[config.mk]
export PLATFORM = sky130hd
export DESIGN_NAME = matrix_keypad_scanner_flat
export DESIGN_NICKNAME = d
export VERILOG_FILES = /design/src/rtl/mks_pkg.sv /design/src/rtl/mks_if.sv /design/src/rtl/matrix_keypad_scanner.sv /design/src/rtl/mks_step.sv /design/src/flat_wrapper.sv
export SDC_FILE = /design/constraint.sdc
export NUM_CORES = 1
export LEC_CHECK = 0
export BUFFER_PORTS_ARGS = -buffer_cell sky130_fd_sc_hd__buf_2
export CAP_MARGIN = 20
export CORE_AREA = 8 8 75 77
export CTS_BUF_LIST = sky130_fd_sc_hd__clkbuf_4 sky130_fd_sc_hd__clkbuf_8
export DETAILED_ROUTE_END_ITERATION = 16
export DIE_AREA = 0 0 83 85
export HOLD_SLACK_MARGIN = 0.02
export PLACE_DENSITY = 0.88
export SETUP_SLACK_MARGIN = 0.3
export SLEW_MARGIN = 20
export SYNTH_ARGS = -nofsm -noshare
export SYNTH_HDL_FRONTEND = slang
export SYNTH_SLANG_ARGS = --single-unit
[constraint.sdc]
create_clock -name clock -period 8.21 [get_ports clock]
set_clock_uncertainty 0.05 [all_clocks]
set_input_delay 1.642 -clock clock [delete_from_list [all_inputs] [get_ports clock]]
set_output_delay 1.642 -clock clock [all_outputs]
set_load 0.005 [all_outputs]
[src/rtl/mks_pkg.sv]
// Package for the matrix keypad scanner: geometry, event codes, key map,
// state and response structures. No dependencies.
package mks_pkg;

   // keypad geometry
   localparam int NUM_ROWS = 5;
   localparam int NUM_COLS = 4;
   localparam int IDX_W    = (NUM_ROWS > 1) ? $clog2(NUM_ROWS) : 1;

   // fixed widths of the request and response fields
   localparam int MODE_W  = 2;
   localparam int COL_W   = 4;
   localparam int DRIVE_W = 5;
   localparam int CODE_W  = 7;
   localparam int COUNT_W = 8;

   // key map geometry
   localparam int MAP_ROWS = 5;
   localparam int MAP_COLS = 4;

   // event codes carried in the mode field
   localparam logic [MODE_W-1:0] MODE_SCAN     = 2'd0;
   localparam logic [MODE_W-1:0] MODE_DEBOUNCE = 2'd1;
   localparam logic [MODE_W-1:0] MODE_EDGE     = 2'd2;

   // ASCII key map, table row 0 first
   localparam logic [CODE_W-1:0] KEYMAP [MAP_ROWS][MAP_COLS] = '{
      '{7'h46, 7'h66, 7'h23, 7'h2A},
      '{7'h31, 7'h32, 7'h33, 7'h55},
      '{7'h34, 7'h35, 7'h36, 7'h44},
      '{7'h37, 7'h38, 7'h39, 7'h45},
      '{7'h4C, 7'h30, 7'h52, 7'h41}
   };

   // scanner state
   typedef struct packed {
      logic [IDX_W-1:0]   row_index;
      logic [DRIVE_W-1:0] row_drive;
      logic               scan_running;
      logic               debounce_phase;
      logic [COUNT_W-1:0] press_count;
   } state_type;

   // one response
   typedef struct packed {
      logic [DRIVE_W-1:0] row_drive;
      logic               scanning;
      logic               key_valid;
      logic [CODE_W-1:0]  key_code;
      logic [COUNT_W-1:0] key_count;
   } rsp_type;

endpackage

[src/rtl/mks_if.sv]
// Request and response channel interfaces of the keypad scanner.
// Depends on mks_pkg for field widths.
interface mks_req_if;
   logic                         valid;
   logic                         ready;
   logic [mks_pkg::MODE_W-1:0]   mode;
   logic [mks_pkg::COL_W-1:0]    column_lines;

   modport source (output valid, output mode, output column_lines, input ready);
   modport sink   (input valid, input mode, input column_lines, output ready);
endinterface

interface mks_rsp_if;
   logic                         valid;
   logic                         ready;
   logic [mks_pkg::DRIVE_W-1:0]  row_drive;
   logic                         scanning;
   logic                         key_valid;
   logic [mks_pkg::CODE_W-1:0]   key_code;
   logic [mks_pkg::COUNT_W-1:0]  key_count;

   modport source (output valid, output row_drive, output scanning, output key_valid,
                   output key_code, output key_count, input ready);
   modport sink   (input valid, input row_drive, input scanning, input key_valid,
                   input key_code, input key_count, output ready);
endinterface

[src/rtl/matrix_keypad_scanner.sv]
// Matrix keypad scanner: input register, event step logic, response register.
// An accepted request waits in the input register until the response register is free.
// Throughput: one request per cycle unless rsp_chan.ready stalls the response register.
// Reset (synchronous, active high) clears both stage valids and state, but sets scanning on.
// Depends on mks_pkg, mks_if and mks_step.
module matrix_keypad_scanner (
   input logic        clock,
   input logic        reset,
   mks_req_if.sink    req_chan,
   mks_rsp_if.source  rsp_chan
);

   logic                         in_valid_ff;
   logic                         in_valid_in;
   logic [mks_pkg::MODE_W-1:0]   in_mode_ff;
   logic [mks_pkg::COL_W-1:0]    in_cols_ff;
   logic                         out_valid_ff;
   logic                         out_valid_in;
   mks_pkg::rsp_type             out_ff;
   mks_pkg::state_type           state_ff;
   mks_pkg::state_type           state_in;
   mks_pkg::rsp_type             step_rsp;
   logic                         advance;
   logic                         req_take;

   // move the held request on when the response register is free
   assign advance  = in_valid_ff && (!out_valid_ff || rsp_chan.ready);
   assign req_chan.ready = !in_valid_ff || advance;
   assign req_take = req_chan.valid && req_chan.ready;

   mks_step u_step (
      .state        (state_ff),
      .mode         (in_mode_ff),
      .column_lines (in_cols_ff),
      .state_next   (state_in),
      .rsp          (step_rsp)
   );

   // stage valids
   always_comb begin
      in_valid_in  = req_take || (in_valid_ff && !advance);
      out_valid_in = advance || (out_valid_ff && !rsp_chan.ready);
   end

   // hold control state
   always_ff @(posedge clock) begin
      if (reset) begin
         in_valid_ff  <= 1'b0;
         out_valid_ff <= 1'b0;
         state_ff     <= '{row_index: '0, row_drive: '0, scan_running: 1'b1,
                           debounce_phase: 1'b0, press_count: '0};
      end else begin
         in_valid_ff  <= in_valid_in;
         out_valid_ff <= out_valid_in;
         if (advance) state_ff <= state_in;
      end
   end

   // capture request payload and response
   always_ff @(posedge clock) begin
      if (req_take) begin
         in_mode_ff <= req_chan.mode;
         in_cols_ff <= req_chan.column_lines;
      end
      if (advance) out_ff <= step_rsp;
   end

   assign rsp_chan.valid     = out_valid_ff;
   assign rsp_chan.row_drive = out_ff.row_drive;
   assign rsp_chan.scanning  = out_ff.scanning;
   assign rsp_chan.key_valid = out_ff.key_valid;
   assign rsp_chan.key_code  = out_ff.key_code;
   assign rsp_chan.key_count = out_ff.key_count;

   // at most one row driven at any time
   a_row_onehot: assert property (@(posedge clock) disable iff (reset)
      $onehot0(state_ff.row_drive))
      else $error("row drive not one-hot");

   // state moves only when a request passes the step logic
   a_state_hold: assert property (@(posedge clock) disable iff (reset)
      !advance |=> $stable(state_ff))
      else $error("state changed without a request");

   // a decoded key always leaves the scan frozen
   a_key_frozen: assert property (@(posedge clock) disable iff (reset)
      (out_valid_ff && out_ff.key_valid) |-> !out_ff.scanning)
      else $error("key reported while scanning");

   // an empty response register never blocks the input side
   a_ready_free: assert property (@(posedge clock) disable iff (reset)
      !out_valid_ff |-> req_chan.ready)
      else $error("input stalled with free response register");

   // a press bumps the count by one
   a_count_step: assert property (@(posedge clock) disable iff (reset)
      (advance && step_rsp.key_valid) |=>
         (state_ff.press_count == $past(state_ff.press_count) + 8'd1))
      else $error("press count did not advance");

endmodule

[src/rtl/mks_step.sv]
// Next-state and response logic for one keypad event.
// Depends on mks_pkg.
module mks_step (
   input  mks_pkg::state_type              state,
   input  logic [mks_pkg::MODE_W-1:0]      mode,
   input  logic [mks_pkg::COL_W-1:0]       column_lines,
   output mks_pkg::state_type              state_next,
   output mks_pkg::rsp_type                rsp
);

   logic [mks_pkg::COL_W-1:0]  cols;
   logic [mks_pkg::DRIVE_W-1:0] drive_next;
   logic [mks_pkg::IDX_W-1:0]   idx_next;
   int                          col_pos;
   int                          row_pos;
   int                          trow;
   logic                        key_valid;
   logic [mks_pkg::CODE_W-1:0]  key_code;

   // drop column bits beyond the keypad width
   always_comb begin
      for (int i = 0; i < mks_pkg::COL_W; i++) begin
         cols[i] = column_lines[i] && (i < mks_pkg::NUM_COLS);
      end
   end

   // highest set column and driven row
   always_comb begin
      col_pos = -1;
      for (int i = 0; i < mks_pkg::COL_W; i++) begin
         if (cols[i]) col_pos = i;
      end
      row_pos = -1;
      for (int i = 0; i < mks_pkg::DRIVE_W; i++) begin
         if (state.row_drive[i]) row_pos = i;
      end
      trow = (mks_pkg::NUM_ROWS - 1) - row_pos;
   end

   // advance the row index modulo the row count and drive it one-hot
   always_comb begin
      if (int'(state.row_index) == mks_pkg::NUM_ROWS - 1) begin
         idx_next = '0;
      end else begin
         idx_next = state.row_index + 1'b1;
      end
      for (int i = 0; i < mks_pkg::DRIVE_W; i++) begin
         drive_next[i] = (i < mks_pkg::NUM_ROWS) && (int'(idx_next) == i);
      end
   end

   // apply the event when it arrives in the matching mode
   always_comb begin
      state_next = state;
      key_valid  = 1'b0;
      key_code   = '0;
      case (mode)
         mks_pkg::MODE_SCAN: begin
            if (state.scan_running) begin
               state_next.row_index = idx_next;
               state_next.row_drive = drive_next;
            end
         end
         mks_pkg::MODE_DEBOUNCE: begin
            if (!state.scan_running) begin
               if (state.debounce_phase) begin
                  if (cols == '0) state_next.scan_running = 1'b1;
                  state_next.debounce_phase = 1'b0;
               end else begin
                  state_next.debounce_phase = 1'b1;
               end
            end
         end
         mks_pkg::MODE_EDGE: begin
            if (state.scan_running) begin
               state_next.scan_running = 1'b0;
               if (col_pos >= 0 && row_pos >= 0) begin
                  key_valid = 1'b1;
                  if (trow >= 0 && trow < mks_pkg::MAP_ROWS && col_pos < mks_pkg::MAP_COLS) begin
                     key_code = mks_pkg::KEYMAP[($clog2(mks_pkg::MAP_ROWS))'(trow)]
                                               [($clog2(mks_pkg::MAP_COLS))'(col_pos)];
                  end
                  state_next.press_count = state.press_count + 1'b1;
               end
            end
         end
         default: begin
            state_next = state;
         end
      endcase
   end

   // report the state after this event
   always_comb begin
      rsp.row_drive = state_next.row_drive;
      rsp.scanning  = state_next.scan_running;
      rsp.key_valid = key_valid;
      rsp.key_code  = key_code;
      rsp.key_count = state_next.press_count;
   end

endmodule

[src/flat_wrapper.sv]
// flat-port wrapper written by rule: the top's interface ports become plain ports
module matrix_keypad_scanner_flat 
  (clock, reset, req_chan_valid, req_chan_mode, req_chan_column_lines, req_chan_ready, rsp_chan_valid, rsp_chan_row_drive, rsp_chan_scanning, rsp_chan_key_valid, rsp_chan_key_code, rsp_chan_key_count, rsp_chan_ready);
  mks_req_if req_chan_i ();
  mks_rsp_if rsp_chan_i ();
  input logic clock;
  input logic reset;
  input wire logic [$bits(req_chan_i.valid)-1:0] req_chan_valid;
  input wire logic [$bits(req_chan_i.mode)-1:0] req_chan_mode;
  input wire logic [$bits(req_chan_i.column_lines)-1:0] req_chan_column_lines;
  output wire logic [$bits(req_chan_i.ready)-1:0] req_chan_ready;
  output wire logic [$bits(rsp_chan_i.valid)-1:0] rsp_chan_valid;
  output wire logic [$bits(rsp_chan_i.row_drive)-1:0] rsp_chan_row_drive;
  output wire logic [$bits(rsp_chan_i.scanning)-1:0] rsp_chan_scanning;
  output wire logic [$bits(rsp_chan_i.key_valid)-1:0] rsp_chan_key_valid;
  output wire logic [$bits(rsp_chan_i.key_code)-1:0] rsp_chan_key_code;
  output wire logic [$bits(rsp_chan_i.key_count)-1:0] rsp_chan_key_count;
  input wire logic [$bits(rsp_chan_i.ready)-1:0] rsp_chan_ready;
  assign req_chan_i.valid = req_chan_valid;
  assign req_chan_i.mode = req_chan_mode;
  assign req_chan_i.column_lines = req_chan_column_lines;
  assign req_chan_ready = req_chan_i.ready;
  assign rsp_chan_valid = rsp_chan_i.valid;
  assign rsp_chan_row_drive = rsp_chan_i.row_drive;
  assign rsp_chan_scanning = rsp_chan_i.scanning;
  assign rsp_chan_key_valid = rsp_chan_i.key_valid;
  assign rsp_chan_key_code = rsp_chan_i.key_code;
  assign rsp_chan_key_count = rsp_chan_i.key_count;
  assign rsp_chan_i.ready = rsp_chan_ready;
  matrix_keypad_scanner u_core (.clock(clock), .reset(reset), .req_chan(req_chan_i), .rsp_chan(rsp_chan_i));
endmodule
[Yosys cells after proc, flatten, opt, wreduce, memory -nomap -nowiden]
Memory sizes are Yosys's and may differ from the RTL's.
Index checks and enable logic that the tools add are counted.
Word-level totals
  flip-flop bits (word level): 48
  ROM bits: 224
  bits of input ports: 10
  output and inout bits: 24
  logic and storage cells: 83
  memories kept: 1
Cells by class
  add/subtract/negate cells: 3
  $lt $le $gt $ge: 7
  equal/unequal tests: 7
  multiplexer cells: 26
  bitwise logic cells: 3
  reductions and logical operators: 22
Memories
  (name not given): words 8, bits a word 28, rd ports 1, clocked after memory_dff 0, write ports 0, RTL line mks_step.sv:80  | key_code = mks_pkg::KEYMAP[($clog2(mks_pkg::MAP_ROWS))'(trow)]
Operator list (number)
  32-bit two-way mux: 9
  32-bit by 1-bit >= comparator with 1-bit output, second input constant: 3
  32-bit by 4-bit < comparator with 1-bit output, second input constant: 2
  28-bit two-way mux: 2
  4-bit by 32-bit subtractor with 32-bit output, first input constant: 1
  8-bit two-way mux: 3
  7-bit binary-select mux with 2-bit select: 1
  7-bit two-way mux: 2
  3-bit equality test, second input constant: 4
  5-bit two-way mux: 2
  8-bit by 1-bit adder with 8-bit output, second input constant: 1
  1-bit logical AND: 7
  3-bit AND reduction: 2
  3-bit by 4-bit >= comparator with 1-bit output, second input constant: 1
  1-bit zero test: 4
  4-bit zero test: 1
  1-bit logical OR: 4
  1-bit two-way mux: 4
  4-bit AND reduction: 1
  3-bit by 1-bit adder with 3-bit output, second input constant: 1
  3-bit by 2-bit equality test with 1-bit output, second input constant: 1
  2-bit by 3-bit >= comparator with 1-bit output, second input constant: 1
  3-bit zero test: 1
  3-bit two-way mux: 1
  other kinds (9): 9

[Depth between registers and ports, before layout]
  depth after elaboration: 13
  depth in mapped cells: 11
  mapped depth without buffers: 10

[By module]
Synthesis repeated with hierarchy kept, for this count alone.
Unflattened totals
  cells, all modules: 267
  area total of the unflattened synthesis: 2748.9 um2
Modules (own cells, without submodules)
  matrix_keypad_scanner: instances 1, cells an instance 116, area each 1731.7 um2, sequential area each 1241.2 um2
  mks_step: instances 1, cells an instance 151, area each 1017.2 um2, sequential area each 0.0 um2

[Least setup slack after synthesis]
No wires, ideal clock.
  kind: in2out
  from: in rsp_chan_ready
  to: out req_chan_ready
  arrival: 1.976 ns
  data required time: 6.518 ns
  slack: 4.542 ns
  cell stages on the path: 2
  path buffers: 0
  path through: nor2b_1 -> nand2_1
On the way
  word-level cells in the longest chain between the ends: 3
RTL lines
  start, declared: RTL line flat_wrapper.sv:18  | input wire logic [$bits(rsp_chan_i.ready)-1:0] rsp_chan_ready;
  1-bit logical OR: RTL line matrix_keypad_scanner.sv:27  | assign advance = in_valid_ff && (!out_valid_ff || rsp_chan.ready);
  1-bit logical AND: RTL line matrix_keypad_scanner.sv:27
  1-bit logical OR: RTL line matrix_keypad_scanner.sv:28  | assign req_chan.ready = !in_valid_ff || advance;
  end, declared: RTL line flat_wrapper.sv:11  | output wire logic [$bits(req_chan_i.ready)-1:0] req_chan_ready;
Every way passes these cells.

[Final worst setup path]
Same ends and word-level chain as after synthesis.

==> metrics.yaml <==
outcome:
  status: "finished clean"
sta:
  fmax_mhz: 246
  setup_viol: 0
  drv_slew: 0
  fin_crit_ns: 4.06
  relSlewSlack_pct: 41.5
  tightest_slew_ns: 0.877
  finalCritPeriodShare_pct: 49.5
  rsz0062_at_grt: "false"
  fin_setup_tns_ns: 0
  hold_viol_final: 0
pwr:
  power.share.sequential_pct: 56.0
  comb_power_share_pct: 7.3
  intPower_w: 0.000368
  power_density_nw_per_um2: 168
  clockPowerShare_pct: 36.7
  p_sw_w: 0.000112
  sw_frac_of_total_pct: 23.4
  p_leak_nw: 1.10
  vdd_drop_max_uv: 116
clock_tree:
  clkTransAtPathRegs_ns: 0.09
  cts_buffers: 5
  clockBufferDepth: 2
  cts_hold_buf: 0
  htree_num_levels: 2
  clk_latency_ns: 0.31
  cts_tree: "built"
  cts_resized: 0
  post_cts_buffers: 0
  cts_sinks: 48
  root_buffer: "clkbuf_8"
worst_setup_path:
  crit_top_cell: "buf_2"
  slowest_stage: "nor2b_1"
  crit_fanout: 6
  cp-startpoint: "rsp_chan_ready"
  critPathBufInv: 2
  path_class: "input port to output pin"
  path_cells: "buf_2 > nor2b_1 > nand2_1 > buf_2"
  r2r_start: "u_core.state_ff[10]"
  cp_slowest_stage_delay_ns: 0.37
  cp_top_family: "simple AND/OR/NAND/NOR gates"
  worstSetupEndpointType: "output pin"
  cp.required_ns: 6.52
  startpoint_type: "input port"
  worstPathArrival_ns: 2.37
floorplan:
  die_x_um: 83
  coreArea_sq_um: 4540
  die_area_sq_um: 7060
  fp.dieH_um: 85
  initial_core_util_pct: 56.8
  rows: 25
  io_pins: 34
yosys:
  syn_area_sq_um: 2580
  yosysTopAreaCellShare_pct: 32.6
  synthMostInstantiatedCell: "a21oi_1"
  synth.net_count: 292
  yosysUniqueCellTypes: 49
  synth_edf_count: 28
  synthTopCellsByCount: "a21oi_1 (29), edfxtp_1 (28), nand2_1 (28)"
  yosys-top-cells-area: "edfxtp_1 (33%), dfxtp_1 (16%), ha_1 (8.7%), a21oi_1 (5.6%), nand2_1 (4.1%)"
  ys_seq_elements: 48
  synth_ff_type: "edfxtp_1"
  yosysWarnings: 0
  synth-seq-area-share_pct: 48.2
  ys_async_sr_fraction_pct: 0
  synthCells: 264
  synth_top_area_cell: "edfxtp_1"
  avgSynthCellArea_sq_um: 9.76
final_layout:
  final_util_pct: 63.0
  num-fill-cells: 347
  drive_above_1_share_pct: 17.9
  syn_to_final_growth_pct: 11.0
  antenna-diode-count: 0
  fin_nets: 318
detailed_routing:
  wl_per_cell_um: 14.7
  vias: 2021
  drt_iter0_drc: 226
  drc: 0
  vias_per_cell: 5.86
  drt-pass1-iter-count: 4
  antenna_left: 0
  wl_um: 5080
global_routing:
  grt_max_degree: 24
  gr-total-overflow: 0
  antenna_found_initial: 0
  grt_pass1_wl_um: 8440
  grt_pass1_vias: 1844
  grt_util_all_layers_pct: 14.2
hold_path:
  hold_path.class: "register to register"
  hold_start: "u_core.state_ff[16]"
placed_design:
  hpwlAfterDp_um: 3540
  numPortBuffers: 33
  gp_congestion: 0.883
run:
  cap_violations: 0
-- placed cells by master, fill, tap and decap left out, types with 7 or more instances in the layout --
| cell | netlist | routed |
|---|---|---|
| nand2_1 | 28 | 28 |
| inv_1 | 10 | 10 |
| dfxtp_1 | 20 | 20 |
| buf_2 | 3 | 33 |
| nor2_1 | 18 | 18 |
| a21oi_1 | 29 | 29 |
| edfxtp_1 | 28 | 28 |
| ha_1 | 18 | 18 |
| nor3_1 | 7 | 7 |
| nand3_1 | 7 | 7 |
| o21ai_0 | 8 | 8 |
-- through the flow --
stage               std cells  hold slack, ns  instance area, sq um  power [W]  worst slack, ns
global route              345           0.466                  2860   0.000498             4.11
global placement          337           0.429                  2750   0.000308             4.21
floorplan                 264           0.414                  2580   0.000297             4.54
CTS                       345           0.448                  2860   0.000485             4.18
detailed placement        337           0.435                  2750   0.000310             4.18
finish                    345           0.451                  2860   0.000480             4.15
-- cell families (layout without fill, tap and decap cells) --
logic type,count (synthesis),after routing,share of synthesized area [%]
AND/OR/NAND/NOR,98,98,19.7
multiplexers,4,4,1.65
XOR/XNOR,8,8,2.72
adder cells (fa/ha/maj),18,18,8.74
AO/OA/AOI/OAI,62,62,14.8
buffers and inverters,26,53,4.23
flip-flops,48,48,48.2
-- per-layer routing --
| layer | up-vias | wire, um | track usage (%) |
|---|---|---|---|
| met5 | - | 0 | 0 |
| met4 | 0 | 61 | 5.91 |
| met3 | 6 | 325 | 4.12 |
| met2 | 52 | 2450 | 23.3 |
| met1 | 955 | 2240 | 17.1 |
| li1 | 1008 | - | - |
-- area by class of cell --
type                            instances  area, sq um  share of cell area, %
Inverter                               12         45.0                   1.58
Tap cell                               54         67.6                   2.36
Clock inverter                          3         45.0                   1.58
Timing Repair Buffer                   33          165                   5.78
Clock buffer                            5         68.8                   2.41
Multi-Input combinational cell        190         1230                   42.9
Sequential cell                        48         1240                   43.4
-- flip-flops by register name (all words and copies together), names as in the netlist --
signal and flops:
u_core.in_cols_ff 4, u_core.in_mode_ff 2, u_core.in_valid_ff 1, u_core.rsp_chan.key_code 7, u_core.rsp_chan.key_count 8, u_core.rsp_chan.key_valid 1
u_core.rsp_chan.row_drive 5, u_core.rsp_chan.scanning 1, u_core.rsp_chan.valid 1, u_core.state_ff 18
-- worst reg2reg max path: stages, from the launching register on --
cell and delay, ns:
dfxtp_1 0.35, or2_2 0.30, a21oi_1 0.43, inv_1 0.20
ha_1 0.28, ha_1 0.18, nor2_1 0.09, a211o_1 0.61
inv_2 0.21, o21ai_1 0.18, o21ba_2 0.18
-- worst paths after layout --
check	to	slack (ns)	depth (start not counted)
setup / recovery	req_chan_ready	4.15	4
hold / removal	u_core.state_ff[16]	0.45	2
setup reg to reg	u_core.rsp_chan.key_code[3]	4.88	10
hold reg to reg	u_core.state_ff[16]	0.45	2
-- power by group through the flow --
stage               Sequential, W  Clock [W]  Combinational (W)
global route             0.000270   0.000188          0.0000399
detailed placement       0.000275          0          0.0000352
CTS                      0.000269   0.000181          0.0000355
floorplan                0.000272          0          0.0000249
finish                   0.000269   0.000176          0.0000353
global placement         0.000274          0          0.0000341
(Power assumes the default switching activity.)
